## src/design/mald_pkg.sv

```systemverilog
// ----------------------------------------------------------------------------
// mald_pkg
// Shared constants, register and format codes, and status types for the
// mean absolute level decimator.
// ----------------------------------------------------------------------------
package mald_pkg;

  // Default sizing of the block.
  localparam int MaxChannels = 8;
  localparam int MaxBlock    = 4096;
  localparam int FracBits    = 8;

  // Fixed widths of the ports.
  localparam int SampleW   = 32;
  localparam int LevelW    = 40;
  localparam int FmtW      = 2;
  localparam int ChCfgW    = 4;
  localparam int BkCfgW    = 13;
  localparam int CfgW      = 13;
  localparam int CfgIdxW   = 2;

  // Depth of the queue between the accumulator and the divider.
  localparam int JobDepth  = 2;

  // Register values after reset.
  localparam logic [FmtW-1:0]   FmtReset = 2'd1;
  localparam logic [ChCfgW-1:0] ChReset  = 4'd2;
  localparam logic [BkCfgW-1:0] BkReset  = 13'd10;

  typedef enum logic [CfgIdxW-1:0] {
    REG_SAMPLE_FORMAT = 2'd0,
    REG_CHANNEL_COUNT = 2'd1,
    REG_BLOCK_SIZE    = 2'd2
  } cfg_reg_e;

  typedef enum logic [FmtW-1:0] {
    FMT_U8  = 2'd0,
    FMT_S16 = 2'd1,
    FMT_S32 = 2'd2
  } sample_fmt_e;

  // Status of the divider as seen by the top level.
  typedef struct packed {
    logic idle;
    logic finish;
  } div_status_t;

endpackage

```

## src/design/mean_abs_level_decimator_unit.sv

```systemverilog
// ----------------------------------------------------------------------------
// mean_abs_level_decimator_unit: mean absolute level of interleaved audio
// Throughput: one sample per cycle while full is low; the bit-serial divider
// works on one job at a time and cannot start the next before it is done, and its job queue holds two.
// Reset: asynchronous; clears sums, counters and queues, registers to 1, 2, 10.
// ----------------------------------------------------------------------------
module mean_abs_level_decimator_unit #(
  parameter int MAX_CHANNELS = mald_pkg::MaxChannels,
  parameter int MAX_BLOCK    = mald_pkg::MaxBlock,
  parameter int FRAC_BITS    = mald_pkg::FracBits
) (
  input  logic                          clk_i,
  input  logic                          rst_ni,
  // Sample side: an item is taken when push is high and full is low.
  input  logic                          push,
  output logic                          full,
  input  logic [mald_pkg::SampleW-1:0]  sample_bits_i,
  // Level side: the oldest level is shown while empty is low.
  output logic                          empty,
  input  logic                          pop,
  output logic [mald_pkg::LevelW-1:0]   level_o,
  // Configuration write port.
  input  logic                          cfg_we_i,
  input  logic [mald_pkg::CfgIdxW-1:0]  cfg_index_i,
  input  logic [mald_pkg::CfgW-1:0]     cfg_data_i
);

  localparam int ChW    = $clog2(MAX_CHANNELS + 1);
  localparam int BkW    = $clog2(MAX_BLOCK + 1);
  localparam int FrameW = mald_pkg::SampleW + $clog2(MAX_CHANNELS);
  localparam int BlkW   = FrameW + $clog2(MAX_BLOCK);
  localparam int DivW   = ChW + BkW;
  localparam int JobW   = BlkW + DivW;

  logic [mald_pkg::FmtW-1:0]   fmt_q;
  logic [mald_pkg::ChCfgW-1:0] ch_q;
  logic [mald_pkg::BkCfgW-1:0] bk_q;

  logic                  job_push;
  logic                  job_full;
  logic                  job_empty;
  logic                  job_pop;
  logic [BlkW-1:0]       job_sum;
  logic [DivW-1:0]       job_div;
  logic [JobW-1:0]       job_head;
  mald_pkg::div_status_t div_st;

  // Configuration registers. The user must write them only while the block is idle
  // (not enforced), since the front end samples them directly; an unused index is ignored.
  always_ff @(posedge clk_i or negedge rst_ni) begin
    if (!rst_ni) begin
      fmt_q <= mald_pkg::FmtReset;
      ch_q  <= mald_pkg::ChReset;
      bk_q  <= mald_pkg::BkReset;
    end else if (cfg_we_i) begin
      unique case (cfg_index_i)
        mald_pkg::REG_SAMPLE_FORMAT: fmt_q <= cfg_data_i[mald_pkg::FmtW-1:0];
        mald_pkg::REG_CHANNEL_COUNT: ch_q  <= cfg_data_i[mald_pkg::ChCfgW-1:0];
        mald_pkg::REG_BLOCK_SIZE:    bk_q  <= cfg_data_i[mald_pkg::BkCfgW-1:0];
        default: ;
      endcase
    end
  end

  // The front end decodes each sample and keeps the frame and block sums.
  // It only holds off new samples when a finished block cannot enter the
  // full job queue; otherwise it takes a sample every cycle.
  mald_front #(
    .MAX_CHANNELS (MAX_CHANNELS),
    .MAX_BLOCK    (MAX_BLOCK)
  ) u_front (
    .clk_i      (clk_i),
    .rst_ni     (rst_ni),
    .push_i     (push),
    .sample_i   (sample_bits_i),
    .fmt_i      (fmt_q),
    .ch_cfg_i   (ch_q),
    .bk_cfg_i   (bk_q),
    .stall_o    (full),
    .job_push_o (job_push),
    .job_sum_o  (job_sum),
    .job_div_o  (job_div),
    .job_full_i (job_full)
  );

  // Each job carries the block sum and the divisor that held when the block
  // closed, so later configuration cannot disturb a level in flight.
  mald_job_fifo #(
    .DATA_W (JobW),
    .DEPTH  (mald_pkg::JobDepth)
  ) u_job_fifo (
    .clk_i   (clk_i),
    .rst_ni  (rst_ni),
    .push_i  (job_push),
    .data_i  ({job_sum, job_div}),
    .full_o  (job_full),
    .pop_i   (job_pop),
    .data_o  (job_head),
    .empty_o (job_empty)
  );

  // The back end divides the block sum, scaled by the fraction bits, by the
  // channel count times the block size, and holds the level for the reader.
  // It may start the next division while a level still waits to be taken.
  mald_divider #(
    .MAX_CHANNELS (MAX_CHANNELS),
    .MAX_BLOCK    (MAX_BLOCK),
    .FRAC_BITS    (FRAC_BITS)
  ) u_divider (
    .clk_i       (clk_i),
    .rst_ni      (rst_ni),
    .job_valid_i (!job_empty),
    .job_sum_i   (job_head[JobW-1:DivW]),
    .job_div_i   (job_head[DivW-1:0]),
    .job_pop_o   (job_pop),
    .res_pop_i   (pop),
    .res_empty_o (empty),
    .level_o     (level_o),
    .status_o    (div_st)
  );

  // A finished block is never offered to a full queue.
  assert property (@(posedge clk_i) disable iff (!rst_ni)
    job_push |-> !job_full)
    else $error("job pushed into a full queue");

  // The divider takes a job only when one is waiting and it is idle.
  assert property (@(posedge clk_i) disable iff (!rst_ni)
    job_pop |-> (!job_empty && div_st.idle))
    else $error("divider took a job it could not accept");

  // A level appears on the output only when a division has just completed.
  assert property (@(posedge clk_i) disable iff (!rst_ni)
    $fell(empty) |-> $past(div_st.finish))
    else $error("level shown without a finished division");

endmodule

```

## src/design/mald_front.sv

```systemverilog
// ----------------------------------------------------------------------------
// mald_front
// Decodes samples, sums channels into frames and frame magnitudes into
// blocks, and hands each finished block to the divider queue.
// ----------------------------------------------------------------------------
module mald_front #(
  parameter int MAX_CHANNELS = mald_pkg::MaxChannels,
  parameter int MAX_BLOCK    = mald_pkg::MaxBlock,
  localparam int ChW    = $clog2(MAX_CHANNELS + 1),
  localparam int BkW    = $clog2(MAX_BLOCK + 1),
  localparam int FrameW = mald_pkg::SampleW + $clog2(MAX_CHANNELS),
  localparam int BlkW   = FrameW + $clog2(MAX_BLOCK),
  localparam int DivW   = ChW + BkW
) (
  input  logic                          clk_i,
  input  logic                          rst_ni,
  input  logic                          push_i,
  input  logic [mald_pkg::SampleW-1:0]  sample_i,
  input  logic [mald_pkg::FmtW-1:0]     fmt_i,
  input  logic [mald_pkg::ChCfgW-1:0]   ch_cfg_i,
  input  logic [mald_pkg::BkCfgW-1:0]   bk_cfg_i,
  output logic                          stall_o,
  output logic                          job_push_o,
  output logic [BlkW-1:0]               job_sum_o,
  output logic [DivW-1:0]               job_div_o,
  input  logic                          job_full_i
);

  logic signed [FrameW-1:0] smp;
  logic signed [FrameW-1:0] fsum_nxt;
  logic signed [FrameW-1:0] frame_sum_q;
  logic signed [FrameW-1:0] pend_sum_q;
  logic        [ChW-1:0]    pos_q;
  logic        [BkW-1:0]    fcnt_q;
  logic        [BlkW-1:0]   block_sum_q;
  logic        [BlkW-1:0]   blk_ext;
  logic        [BlkW-1:0]   blk_nxt;
  logic        [DivW-1:0]   pend_div_q;
  logic                     pend_vld_q;
  logic                     pend_last_q;
  logic        [ChW-1:0]    chans;
  logic        [BkW-1:0]    frames;
  logic                     frame_end;
  logic                     block_end;
  logic                     acc;
  logic                     pend_go;

  always_comb begin
    unique case (fmt_i)
      mald_pkg::FMT_U8:  smp = FrameW'($signed({1'b0, sample_i[7:0]}));
      mald_pkg::FMT_S16: smp = FrameW'($signed(sample_i[15:0]));
      mald_pkg::FMT_S32: smp = FrameW'($signed(sample_i));
      default:           smp = '0;
    endcase
  end

  always_comb begin
    if (ch_cfg_i == '0) begin
      chans = ChW'(1);
    end else if (32'(ch_cfg_i) > MAX_CHANNELS) begin
      chans = ChW'(MAX_CHANNELS);
    end else begin
      chans = ChW'(ch_cfg_i);
    end
    if (bk_cfg_i == '0) begin
      frames = BkW'(1);
    end else if (32'(bk_cfg_i) > MAX_BLOCK) begin
      frames = BkW'(MAX_BLOCK);
    end else begin
      frames = BkW'(bk_cfg_i);
    end
  end

  assign fsum_nxt  = frame_sum_q + smp;
  assign frame_end = ((ChW + 1)'(pos_q) + (ChW + 1)'(1)) >= (ChW + 1)'(chans);
  assign block_end = ((BkW + 1)'(fcnt_q) + (BkW + 1)'(1)) >= (BkW + 1)'(frames);

  // A finished frame waits in the pending stage, where its magnitude is
  // folded into the block sum by one add or subtract.
  assign stall_o = pend_vld_q && pend_last_q && job_full_i;
  assign acc     = push_i && !stall_o;
  assign pend_go = pend_vld_q && !stall_o;

  assign blk_ext = BlkW'(pend_sum_q);
  assign blk_nxt = pend_sum_q[FrameW-1] ? (block_sum_q - blk_ext)
                                        : (block_sum_q + blk_ext);

  assign job_push_o = pend_go && pend_last_q;
  assign job_sum_o  = blk_nxt;
  assign job_div_o  = pend_div_q;

  always_ff @(posedge clk_i or negedge rst_ni) begin
    if (!rst_ni) begin
      frame_sum_q <= '0;
      pos_q       <= '0;
      fcnt_q      <= '0;
      block_sum_q <= '0;
      pend_vld_q  <= 1'b0;
      pend_last_q <= 1'b0;
    end else begin
      if (pend_go) begin
        block_sum_q <= pend_last_q ? '0 : blk_nxt;
      end
      // A new frame may enter the pending stage in the cycle that empties it.
      if (acc && frame_end) begin
        pend_vld_q <= 1'b1;
      end else if (pend_go) begin
        pend_vld_q <= 1'b0;
      end
      if (acc) begin
        if (frame_end) begin
          frame_sum_q <= '0;
          pos_q       <= '0;
          pend_last_q <= block_end;
          fcnt_q      <= block_end ? '0 : fcnt_q + BkW'(1);
        end else begin
          frame_sum_q <= fsum_nxt;
          pos_q       <= pos_q + ChW'(1);
        end
      end
    end
  end

  always_ff @(posedge clk_i) begin
    if (acc && frame_end) begin
      pend_sum_q <= fsum_nxt;
      pend_div_q <= DivW'(chans) * DivW'(frames);
    end
  end

endmodule

```

## src/design/mald_job_fifo.sv

```systemverilog
// ----------------------------------------------------------------------------
// mald_job_fifo
// Short queue of finished blocks between the accumulator and the divider.
// ----------------------------------------------------------------------------
module mald_job_fifo #(
  parameter int DATA_W = 64,
  parameter int DEPTH  = mald_pkg::JobDepth,
  localparam int PtrW  = $clog2(DEPTH),
  localparam int CntW  = $clog2(DEPTH + 1)
) (
  input  logic              clk_i,
  input  logic              rst_ni,
  input  logic              push_i,
  input  logic [DATA_W-1:0] data_i,
  output logic              full_o,
  input  logic              pop_i,
  output logic [DATA_W-1:0] data_o,
  output logic              empty_o
);

  logic [DATA_W-1:0] mem_q [DEPTH];
  logic [PtrW-1:0]   wr_ptr_q;
  logic [PtrW-1:0]   rd_ptr_q;
  logic [CntW-1:0]   cnt_q;
  logic              do_push;
  logic              do_pop;

  assign full_o  = (cnt_q == CntW'(DEPTH));
  assign empty_o = (cnt_q == '0);
  assign data_o  = mem_q[rd_ptr_q];
  assign do_push = push_i && !full_o;
  assign do_pop  = pop_i && !empty_o;

  always_ff @(posedge clk_i or negedge rst_ni) begin
    if (!rst_ni) begin
      wr_ptr_q <= '0;
      rd_ptr_q <= '0;
      cnt_q    <= '0;
    end else begin
      if (do_push) begin
        wr_ptr_q <= (wr_ptr_q == PtrW'(DEPTH - 1)) ? '0 : wr_ptr_q + PtrW'(1);
      end
      if (do_pop) begin
        rd_ptr_q <= (rd_ptr_q == PtrW'(DEPTH - 1)) ? '0 : rd_ptr_q + PtrW'(1);
      end
      if (do_push && !do_pop) begin
        cnt_q <= cnt_q + CntW'(1);
      end else if (do_pop && !do_push) begin
        cnt_q <= cnt_q - CntW'(1);
      end
    end
  end

  always_ff @(posedge clk_i) begin
    if (do_push) begin
      mem_q[wr_ptr_q] <= data_i;
    end
  end

endmodule

```

## src/design/mald_divider.sv

```systemverilog
// ----------------------------------------------------------------------------
// mald_divider
// Restoring divider, one quotient bit per cycle, followed by the result
// register that holds the level until it is taken.
// ----------------------------------------------------------------------------
module mald_divider #(
  parameter int MAX_CHANNELS = mald_pkg::MaxChannels,
  parameter int MAX_BLOCK    = mald_pkg::MaxBlock,
  parameter int FRAC_BITS    = mald_pkg::FracBits,
  localparam int ChW    = $clog2(MAX_CHANNELS + 1),
  localparam int BkW    = $clog2(MAX_BLOCK + 1),
  localparam int FrameW = mald_pkg::SampleW + $clog2(MAX_CHANNELS),
  localparam int BlkW   = FrameW + $clog2(MAX_BLOCK),
  localparam int DivW   = ChW + BkW,
  localparam int QuoW   = BlkW + FRAC_BITS,
  localparam int CntW   = $clog2(QuoW + 1)
) (
  input  logic                         clk_i,
  input  logic                         rst_ni,
  input  logic                         job_valid_i,
  input  logic [BlkW-1:0]              job_sum_i,
  input  logic [DivW-1:0]              job_div_i,
  output logic                         job_pop_o,
  input  logic                         res_pop_i,
  output logic                         res_empty_o,
  output logic [mald_pkg::LevelW-1:0]  level_o,
  output mald_pkg::div_status_t        status_o
);

  typedef enum logic [2:0] {
    ST_IDLE = 3'b001,
    ST_RUN  = 3'b010,
    ST_DONE = 3'b100
  } div_state_e;

  div_state_e                  state_q;
  logic [QuoW-1:0]             quo_q;
  logic [DivW-1:0]             rem_q;
  logic [DivW-1:0]             dvs_q;
  logic [CntW-1:0]             cnt_q;
  logic                        res_vld_q;
  logic [mald_pkg::LevelW-1:0] level_q;
  logic [DivW:0]               trial;
  logic [DivW:0]               diff;
  logic                        ge;
  logic                        take;
  logic                        load;

  assign trial = {rem_q, quo_q[QuoW-1]};
  assign diff  = trial - {1'b0, dvs_q};
  assign ge    = (trial >= {1'b0, dvs_q});

  assign take      = res_pop_i && res_vld_q;
  assign load      = (state_q == ST_DONE) && (!res_vld_q || take);
  assign job_pop_o = (state_q == ST_IDLE) && job_valid_i;

  assign res_empty_o     = !res_vld_q;
  assign level_o         = level_q;
  assign status_o.idle   = (state_q == ST_IDLE);
  assign status_o.finish = load;

  always_ff @(posedge clk_i or negedge rst_ni) begin
    if (!rst_ni) begin
      state_q   <= ST_IDLE;
      cnt_q     <= '0;
      res_vld_q <= 1'b0;
    end else begin
      if (load) begin
        res_vld_q <= 1'b1;
      end else if (take) begin
        res_vld_q <= 1'b0;
      end
      unique case (state_q)
        ST_IDLE: begin
          if (job_valid_i) begin
            cnt_q   <= CntW'(QuoW);
            state_q <= ST_RUN;
          end
        end
        ST_RUN: begin
          cnt_q <= cnt_q - CntW'(1);
          if (cnt_q == CntW'(1)) begin
            state_q <= ST_DONE;
          end
        end
        ST_DONE: begin
          if (load) begin
            state_q <= ST_IDLE;
          end
        end
        default: state_q <= ST_IDLE;
      endcase
    end
  end

  always_ff @(posedge clk_i) begin
    if (job_pop_o) begin
      quo_q <= QuoW'(job_sum_i) << FRAC_BITS;
      rem_q <= '0;
      dvs_q <= job_div_i;
    end else if (state_q == ST_RUN) begin
      quo_q <= {quo_q[QuoW-2:0], ge};
      rem_q <= ge ? diff[DivW-1:0] : trial[DivW-1:0];
    end
    if (load) begin
      level_q <= mald_pkg::LevelW'(quo_q);
    end
  end

endmodule

```

## config.mk

```make
export PLATFORM = sky130hd
export DESIGN_NAME = mean_abs_level_decimator_unit
export DESIGN_NICKNAME = d
export VERILOG_FILES = /design/src/design/mald_pkg.sv /design/src/design/mean_abs_level_decimator_unit.sv /design/src/design/mald_front.sv /design/src/design/mald_job_fifo.sv /design/src/design/mald_divider.sv
export SDC_FILE = /design/constraint.sdc
export NUM_CORES = 1
export LEC_CHECK = 0
export ABC_AREA = 1
export BUFFER_PORTS_ARGS = -buffer_cell sky130_fd_sc_hd__buf_2
export CORE_ASPECT_RATIO = 2
export CORE_MARGIN = 3
export CORE_UTILIZATION = 50
export DETAILED_ROUTE_END_ITERATION = 8
export GPL_ROUTABILITY_DRIVEN = 0
export PLACE_DENSITY = 0.68
export SLEW_MARGIN = 30
export SYNTH_ARGS = -nofsm -noshare
export SYNTH_HDL_FRONTEND = slang
export SYNTH_SLANG_ARGS = --single-unit
```

## constraint.sdc

```tcl
create_clock -name clk_i -period 7.1 [get_ports clk_i]
set_clock_uncertainty 0.15 [all_clocks]
set_input_delay 1.42 -clock clk_i [delete_from_list [all_inputs] [get_ports clk_i]]
set_output_delay 1.42 -clock clk_i [all_outputs]
set_load 0.01 [all_outputs]
```

# Word-level counts from Yosys, hierarchy flattened
# Memory sizes are Yosys's and may differ from the RTL's.
# Index checks and enable logic that the tools add are counted.
[word_totals]
regBits = 315
ram_bits = 128
input_bits = 52
out_inout_bits = 42
word_cells = 119
mem_count = 1
[op_classes]
addsub = 13
multipliers = 1
order_cmp = 5
n_eq_ne = 12
n_mux = 29
n_reduce_logical = 36
[mem_list]
columns = ["memory", "words", "width", "rd", "rd_ports_with_merged_regs", "write_ports", "line", "text"]
rows = [
  ["u_job_fifo.mem_q", 2, 64, 1, 0, 1, "mald_job_fifo.sv:21", "logic [DATA_W-1:0] mem_q [DEPTH];"],
]
[op_table]
columns = ["op", "n"]
rows = [
  ["$mux W55", 2],
  ["$pmux W35 S3", 1],
  ["$mux W47", 2],
  ["$add A47 B47 Y47", 1],
  ["$sub A47 B47 Y47", 1],
  ["$mux W13", 3],
  ["$add A35 B35 Y35", 1],
  ["$mux W35", 1],
  ["$ge A18 B17 Y1", 1],
  ["$mul A4 B13 Y17", 1],
  ["$mux W17", 1],
  ["$sub A17 B17 Y17", 1],
  ["$add A13 B1 Y14 const B", 1],
  ["$ge A14 B13 Y1", 1],
  ["$add A13 B1 Y13 const B", 1],
  ["$gt A13 B13 Y1 const B", 1],
  ["$logic_and A1 B1 Y1", 13],
  ["$logic_not A13 Y1", 1],
  ["$mux W4", 3],
  ["$pmux W6 S2", 1],
  ["$reduce_and A2 Y1", 5],
  ["$reduce_bool A2 Y1", 5],
  ["$mux W3", 3],
  ["$pmux W3 S3", 1],
  ["other kinds (24)", 44],
]

# Depth between registers and ports, before layout
# Gate-level depths: netlist (run 1).
[depth]
depth_word = 10
ltp_mapped = 24
mapped_depth_nobuf = 24

# Hierarchy
# Synthesis (run 1) repeated with hierarchy kept, for this count alone.
[unflattened]
hier_cells = 3521
area_unflattened_um2 = 27771.6
[modules_own_cells]
columns = ["mod", "n_inst", "cells_per_inst", "area_each_um2", "seq_area_each_um2"]
rows = [
  ["mald_front", 1, 2499, 15904.0, 4088.9],
  ["mald_divider", 1, 567, 6169.7, 3875.0],
  ["mald_job_fifo", 1, 366, 4888.4, 3943.8],
  ["mean_abs_level_decimator_unit", 1, 89, 809.5, 480.5],
]

# Least setup slack after synthesis (run 1)
# OpenSTA, ideal clock, no wires.
[synth_timing]
kind = "reg2reg"
from = "reg u_front.pend_last_q"
to = "mem u_job_fifo.mem_q[1][0] (enable)"
setup_time_ns = 0.488
arrival_time_ns = 3.618
required_ns = 6.462
slack_ns = 2.845
path_stages_with_launch = 6
n_path_buf = 0
period_less_slack_ns = 4.255
cell_sequence = "dfrtp_1 -> inv_1 -> nor4_4 -> nor2_1 -> nand2_1 -> nor2_1"
[synth_between]
elab_chain_len = 8
[synth_rtl]
columns = ["item", "line", "text"]
rows = [
  ["from (decl)", "mald_front.sv:40", "logic pend_last_q;"],
  ["from (signal assigned)", "mald_front.sv:114", "pend_last_q <= block_end;"],
  ["$logic_and A1 B1 Y1 (2 in a row)", "mald_front.sv:80", "assign stall_o = pend_vld_q && pend_last_q && job_full_i;"],
  ["net full", "mean_abs_level_decimator_unit.sv:16", "output logic full,"],
  ["$logic_not A1 Y1", "mald_front.sv:82", "assign pend_go = pend_vld_q && !stall_o;"],
  ["$logic_and A1 B1 Y1", "mald_front.sv:82", ""],
  ["$logic_and A1 B1 Y1", "mald_front.sv:88", "assign job_push_o = pend_go && pend_last_q;"],
  ["$logic_and A1 B1 Y1", "mald_job_fifo.sv:31", "assign do_push = push_i && !full_o;"],
  ["$mux W1", "mald_job_fifo.sv:55", "if (do_push) begin"],
  ["$mux W1 (implied by the code)", "mald_job_fifo.sv:56", "mem_q[wr_ptr_q] <= data_i;"],
  ["to (decl)", "mald_job_fifo.sv:21", ""],
]
# The timed path passes the listed nets, and every way through them passes these cells.

# Final worst setup path (run 1)
[layout_timing]
from = "reg bk_q[9] (netlist bit)"
to = "reg u_front.pend_div_q[14], in the netlist u_front.job_div_o[14] (data pin)"
[layout_between]
elab_chain_len = 4
word_cells_on_any_way = 5
classes_between = "1 x mul; 1 x order compare; 2 x mux; 1 x reduce/logical"
[layout_rtl]
columns = ["item", "line", "text"]
rows = [
  ["from (decl)", "mean_abs_level_decimator_unit.sv:37", "logic [mald_pkg::BkCfgW-1:0] bk_q;"],
  ["from (signal assigned)", "mean_abs_level_decimator_unit.sv:54", "bk_q <= mald_pkg::BkReset;"],
  ["from (signal assigned)", "mean_abs_level_decimator_unit.sv:59", "mald_pkg::REG_BLOCK_SIZE: bk_q <= cfg_data_i[mald_pkg::BkCfgW-1:0];"],
  ["$gt A13 B13 Y1", "mald_front.sv:67", "end else if (32'(bk_cfg_i) > MAX_BLOCK) begin"],
  ["$mux W13", "mald_front.sv:67", ""],
  ["$mux W13 (*)", "mald_front.sv:65", "if (bk_cfg_i == '0) begin"],
  ["$mul A4 B13 Y17 (*)", "mald_front.sv:127", "pend_div_q <= DivW'(chans) * DivW'(frames);"],
  ["to (signal assigned)", "mald_front.sv:127", ""],
  ["to (decl)", "mald_front.sv:38", "logic [DivW-1:0] pend_div_q;"],
]
# Every way passes the cells marked *; elsewhere a longest branch is shown, timed or not.
# A chain may end at the register's enable or synchronous reset.

==> results_dict.tcl, run 1 <==
set metrics [dict create \
    status "complete, no violations" \
    detail_route.vias_per_cell 5.16 \
    crit_chain "nor4_1, inv_1, o21ai_4, nand2_1, inv_1, nand2_1, fa_1, fa_1, fa_1, o21ai_0, a21oi_1, inv_1, nand2_1, nand2_1, nand2_1, nand2_1, xor2_1" \
    rows 121 \
    path_max_fanout 19 \
    crit_start "bk_q[9]" \
    syn_to_final_growth_pct 9.38 \
    synth_edf_count 284 \
    fin_crit_ns 4.71 \
    ys_ff_latch 443 \
    vias 21800 \
    comb_power_share_pct 49.5 \
    crit_path_max_incr_delay_ns 0.54 \
    rsz0062_at_grt "false" \
    worst_pin_slew_ns 0.904 \
    io_buffers 93 \
    max_freq_mhz 212 \
    ctsHoldBuffers 0 \
    ys_seq_area_share_pct 45.0 \
    drc 0 \
    r2r_start "bk_q[9]" \
    critical-path-top-delay-family "adder cells" \
    path_class "register to register" \
    wl_mm 65.5 \
    diodes 0 \
    drv_cap 0 \
    dieWidth_microns 172 \
    swShare_pct 44.7 \
    antenna_left 0 \
    grt_pass1_wl_mm 107 \
    cts_tree "yes" \
    grt_overflow 0 \
    root_buffer "clkbuf_16" \
    crit_top_cell "nand2_1" \
    min-delay-start "u_divider.quo_q[2]" \
    slowest_stage "fa_1" \
    avgSynthCellArea_sq_um 8.01 \
    critPathRequiredTime_ns 7.27 \
    cts_buffer_depth 3 \
    synthTopCellsByArea "edfxtp_1 31%, nand2_1 15%, dfrtp_1 12%, inv_1 7.5%, ha_1 6.4%" \
    drt_iter0_drc 1189 \
    synth-async-reset-ratio_pct 30.2 \
    firstDrtPassIters 6 \
    synth_cells 3437 \
    yosys_warnings 0 \
    seq_area_sq_mm 0.0124 \
    p_int_mw 7.40 \
    die_height_microns 338 \
    fin_crit_sh_pct 66.4 \
    cp.arrival_ns 4.88 \
    clock_sinks 443 \
    initial_core_util_pct 50.5 \
    stdcell_count 4226 \
    power_frac_seq_pct 32.9 \
    synth_top_area_share_pct 31.0 \
    synth_top_flop_cell "edfxtp_1" \
    clock_latency_ns 0.57 \
    maxSlewHeadroom_pct 39.8 \
    p_leak_nw 15.0 \
    ir_worst_vdd_uv 208 \
    place_inst 4151 \
    post-route-util_pct 55.2 \
    grtUsageTotal_pct 22.9 \
    nFillCells 5149 \
    wl_per_cell_microns 15.5 \
    slew_viol_final 0 \
    hpwl_mm 50.0 \
    power.share.clock_pct 17.6 \
    synth_top_cell_by_area "edfxtp_1" \
    ios 94 \
    synth_fp_nets 3655 \
    p_sw_mw 5.97 \
    path_buf_inv 3 \
    end_kind "register" \
    antenna_found_initial 0 \
    setup_viol 0 \
    finalSetupTns_ns 0 \
    core_sq_mm 0.0545 \
    synth_cell_types 58 \
    multi_input_area_sq_mm 0.0127 \
    htree_levels 2 \
    start_kind "register" \
    clkTransAtPathRegs_ns 0.07 \
    hold_violations 0 \
    nets 3736 \
    setup_slack_ns 2.39 \
    post_cts_buffers 0 \
    pre_cts_slack_ns 2.44 \
    grt_max_degree 79 \
    hold_path.class "register to register" \
    grt_pass1_vias 22000 \
    ctsResizeCount 0 \
    dieArea_sq_mm 0.0581 \
    powerDensity_mw_per_mm2 444 \
    numCtsBuffers 40 \
    syn_area_sq_mm 0.0275 \
    final_layout_size_suffix_gt1_share_pct 7.80 \
]
-- routing by layer --
metal	vias to the layer above	part of all wire, %	GRT usage (%)
met3	221	3.1	2.39
met5	-	0	0
met4	0	6.6	13.2
met2	482	53	43.1
li1	11100	-	-
met1	9967	37	24.4
-- metrics by stage --
stage | hold slack, ns | cell area, sq um | power (mW)
after global placement | 0.264 | 28600 | 10.9
after global routing | 0.295 | 30100 | 14.5
final | 0.283 | 30100 | 13.4
after floorplan | 0.258 | 27500 | 9.15
after CTS | 0.284 | 30100 | 13.4
after detailed placement | 0.268 | 28600 | 11.0
-- path summary, 6_finish.rpt --
check                      cells after the start                      end  slack (ns)
max                                           17    u_front.job_div_o[14]        2.39
min                                            0     u_divider.level_o[2]        0.28
max reg2reg                                   17    u_front.job_div_o[14]        2.39
min reg2reg                                    0     u_divider.level_o[2]        0.28
max in group asynchronous                      2       u_front.pend_vld_q        4.72
min in group asynchronous                      1  u_front.block_sum_q[35]        0.76
-- cells in the final DEF (no fill, tap or decap), drive strengths merged, types with 13 or more instances in the layout --
cell and count:
a21o 49, a21oi 159, and2 47, buf 106, clkbuf 47, clkinv 15, dfrtp 129, dfxtp 25
edfxtp 284, fa 25, ha 141, inv 569, nand2 1090, nand3 220, nand3b 20, nand4 22
nor2 280, nor3 24, nor4 19, o21ai 93, o21bai 13, xnor2 37, xor2 67
-- flip-flops by register name, indices dropped and copies added, names as in the netlist, 3 cells and up --
name,cells
u_divider.level_o,40
bk_q,13
u_front.pos_q,4
ch_q,4
u_divider.state_q,3
u_front.pend_sum_q,35
u_divider.rem_q,17
u_divider.cnt_q,6
u_divider.quo_q,55
u_front.job_div_o,17
u_front.frame_sum_q,35
u_front.block_sum_q,47
u_divider.dvs_q,17
u_job_fifo.mem_q,128
u_front.fcnt_q,13
-- area by class of cell --
type                    count  share of cell area [%]
repair buffers            106                    1.96
multi-input cells        2361                    42.3
well taps                 676                    2.81
clock inverters            27                    1.03
flip-flops and latches    443                    41.1
inverters                 566                    7.06
clock buffers              47                    3.73
-- power by group through the flow --
| stage | combinational [mW] | sequential [mW] | clock [mW] |
|---|---|---|---|
| 6_report | 6.62 | 4.40 | 2.35 |
| 5_1_grt | 7.49 | 4.47 | 2.51 |
| 4_1_cts | 6.60 | 4.40 | 2.42 |
| 3_5_place_dp | 6.58 | 4.45 | 0 |
| 3_3_place_gp | 6.48 | 4.43 | 0 |
| 2_1_floorplan | 4.84 | 4.31 | 0 |
-- logic make-up after synthesis --
logic type / share of synthesized area, %
mux: 0.368
simple gates: 26.9
fa+ha+maj: 8.23
flops: 45.0
xor+xnor: 3.31
compound gates: 7.33
buf+inv: 8.90
-- cell usage after synthesis (22+ instances only) --
cell type / n
nand2_1: 1066
inv_1: 553
edfxtp_1: 284
nor2_1: 275
nand3_1: 199
a21oi_1: 155
ha_1: 141
dfrtp_1: 129
o21ai_0: 90
xor2_1: 67
a21o_1: 49
and2_1: 47
clkbuf_1: 37
xnor2_1: 37
dfxtp_1: 25
fa_1: 25
nor3_1: 22
Note: power is estimated with default switching activity, not from simulation.
==> inputs of run 2 (changes only) <==
--- a/config.mk
+++ b/config.mk
@@ -12,7 +12,7 @@
 export CORE_UTILIZATION = 50
 export DETAILED_ROUTE_END_ITERATION = 8
 export GPL_ROUTABILITY_DRIVEN = 0
-export PLACE_DENSITY = 0.68
+export PLACE_DENSITY = 0.71
 export SLEW_MARGIN = 30
 export SYNTH_ARGS = -nofsm -noshare
 export SYNTH_HDL_FRONTEND = slang
==> constraint.sdc (replaced) <==
create_clock -name clk_i -period 4.18 [get_ports clk_i]
set_clock_uncertainty 0.15 [all_clocks]
set_input_delay 0.836 -clock clk_i [delete_from_list [all_inputs] [get_ports clk_i]]
set_output_delay 0.836 -clock clk_i [all_outputs]
set_load 0.01 [all_outputs]
==> run 2 against run 1 <==
Compared with the run above:
- cell count grew 1.3%
- cell area grew 2.0%
- die area unchanged
- non-clock buffer count grew 56
- global-route usage fell by 0.17 points
- register-to-register slack worse by 2.3 ns
- critical path depth increased by 3
- power rose by 69%
- core utilization increased by 1.1 points
- critical endpoint is now u_front.job_div_o[13]
- largest power group unchanged
==> results_dict.tcl, run 2 (synthesis gave the netlist of run 1 again) <==
set metrics [dict create \
    fin_crit_ns 4.05 \
    setup_slack_ns 0.128 \
    wl_per_cell_microns 15.4 \
    crit_end "u_front.job_div_o[13]" \
    reg_top3 "u_job_fifo.mem_q: 128 flops, u_divider.quo_q: 55 flops, u_front.block_sum_q: 47 flops" \
    r2r_end "u_front.job_div_o[13]" \
    final_common_cell "nand2_1" \
    cp.arrival_ns 4.21 \
    nFillCells 5057 \
    detail_route.vias_per_cell 5.18 \
    worst_pin_slew_ns 0.909 \
    htree_levels 2 \
    clock_sinks 443 \
    start_kind "register" \
    fin_area_sq_mm 0.0307 \
    hpwl_mm 51.0 \
    root_buffer "clkbuf_16" \
    path_class "register to register" \
    largest_reg_flops 128 \
    clkTransAtPathRegs_ns 0.07 \
    max_freq_mhz 247 \
    initial_core_util_pct 50.5 \
    cts_tree "yes" \
    clock_latency_ns 0.56 \
    largest_register "u_job_fifo.mem_q" \
    grt_overflow 0 \
    grt_max_degree 78 \
    pre_cts_slack_ns -0.0362 \
    rows 121 \
    diodes 0 \
    hold_violations 0 \
    end_kind "register" \
    layout_common_cells "1057 x nand2_1, 545 x inv_1, 284 x edfxtp_1" \
    syn_to_final_growth_pct 11.5 \
    ff2ff_path_depth 20 \
    status "complete, no violations" \
    grt_pass1_vias 22200 \
    placed_area_sq_mm 0.0291 \
    crit_start "bk_q[6]" \
    finalSetupTns_ns 0 \
    vias 22200 \
    firstDrtPassIters 5 \
    ios 94 \
    p_leak_nw 15.3 \
    antenna_found_initial 0 \
    drc 0 \
    ir_worst_vdd_uv 391 \
    critPathRequiredTime_ns 4.34 \
    dieArea_sq_mm 0.0581 \
    grt_pass1_wl_mm 106 \
    powerDensity_mw_per_mm2 736 \
    die_height_microns 338 \
    grtUsageTotal_pct 22.7 \
    path_max_fanout 5 \
    r2r_start "bk_q[6]" \
    hold_path.class "input port to asynchronous set/reset pin" \
    io_buffers 93 \
    slew_viol_final 0 \
    drt_iter0_drc 999 \
    nets 3791 \
    core_sq_mm 0.0545 \
    maxSlewHeadroom_pct 39.4 \
    cts_buffer_depth 3 \
    fin_crit_sh_pct 96.9 \
    setup_viol 0 \
    final_layout_size_suffix_gt1_share_pct 10.5 \
    rsz0062_at_grt "true" \
    antenna_left 0 \
    dieWidth_microns 172 \
    numCtsBuffers 39 \
    wl_mm 65.8 \
    r2r_slack_ns 0.13 \
    drv_cap 0 \
]
run 2: cell count changes in the layout (fill, tap and decap cells not counted), sizes merged:
| cell | before | now |
|---|---|---|
| buf | 106 | 161 |
| clkbuf | 47 | 52 |
| clkinvlp | 4 | 1 |
| bufinv | 5 | 4 |
| clkinv | 15 | 14 |
| inv | 569 | 568 |
run 2: critical path, stage by stage, from the launching register on:
cell and delay, ns:
dfrtp_1 0.41, nor4_4 0.29, nand3_2 0.15, o21ai_4 0.25
buf_12 0.15, nand2_2 0.07, buf_6 0.13, nor2_4 0.11
fa_1 0.44, inv_2 0.07, fa_1 0.42, inv_2 0.08
ha_4 0.21, a21oi_2 0.16, nand2_2 0.09, a21oi_2 0.13
buf_4 0.14, o21bai_2 0.08, nand3_1 0.08, nand2_1 0.06
xor2_1 0.14
run 2: report_power, final:
part / internal [mW] / total, mW / leakage, nW / switching (mW)
Clock: 2.11 / 3.73 / 0.651 / 1.62
Sequential: 6.76 / 7.45 / 4.54 / 0.682
Combinational: 3.69 / 11.4 / 10.1 / 7.73
run 2: how the worst min path moves through the flow:
stage | endpoint | slack [ns]
floorplan | u_divider.level_o[0] | 0.26
global placement | u_divider.level_o[1] | 0.26
detailed placement | u_divider.level_o[6] | 0.27
CTS | u_front.block_sum_q[38] | 0.18
global route | u_front.block_sum_q[38] | 0.20
finish | u_front.block_sum_q[38] | 0.15
run 2: cell type report:
class	count	area (sq um)	share of cell area (%)
Timing Repair Buffer	162	1090	3.55
Tap cell	676	846	2.76
Sequential cell	443	12400	40.4
Clock inverter	21	225	0.734
Inverter	566	2120	6.92
Multi-Input combinational cell	2361	12900	42.1
Clock buffer	51	1090	3.56
run 2: layer usage:
metal	GRT usage, %	vias up	wire length [microns]
met4	13.1	0	4290
met1	23.7	10100	24200
met3	2.25	245	2300
met5	0	-	0
met2	43.4	507	35100
li1	-	11300	-
run 2: stage by stage:
step	util, %	power [mW]	std cells	hold slack, ns
CTS	55.9	22.6	4278	0.175
global placement	53.4	18.6	4205	0.265
global route	56.3	24.5	4280	0.205
finish	56.3	22.6	4280	0.155
detailed placement	53.4	18.8	4206	0.266
floorplan	-	15.5	3437	0.258
run 2: timing repair:
action | 4_1_cts | 5_1_grt
gates cloned | 0 | 1
hold buffers | 0 | 0
pin swaps | 0 | 15
setup endpoints to repair | 3 | 46
resized for setup | 2 | 61
setup buffers | 0 | 2
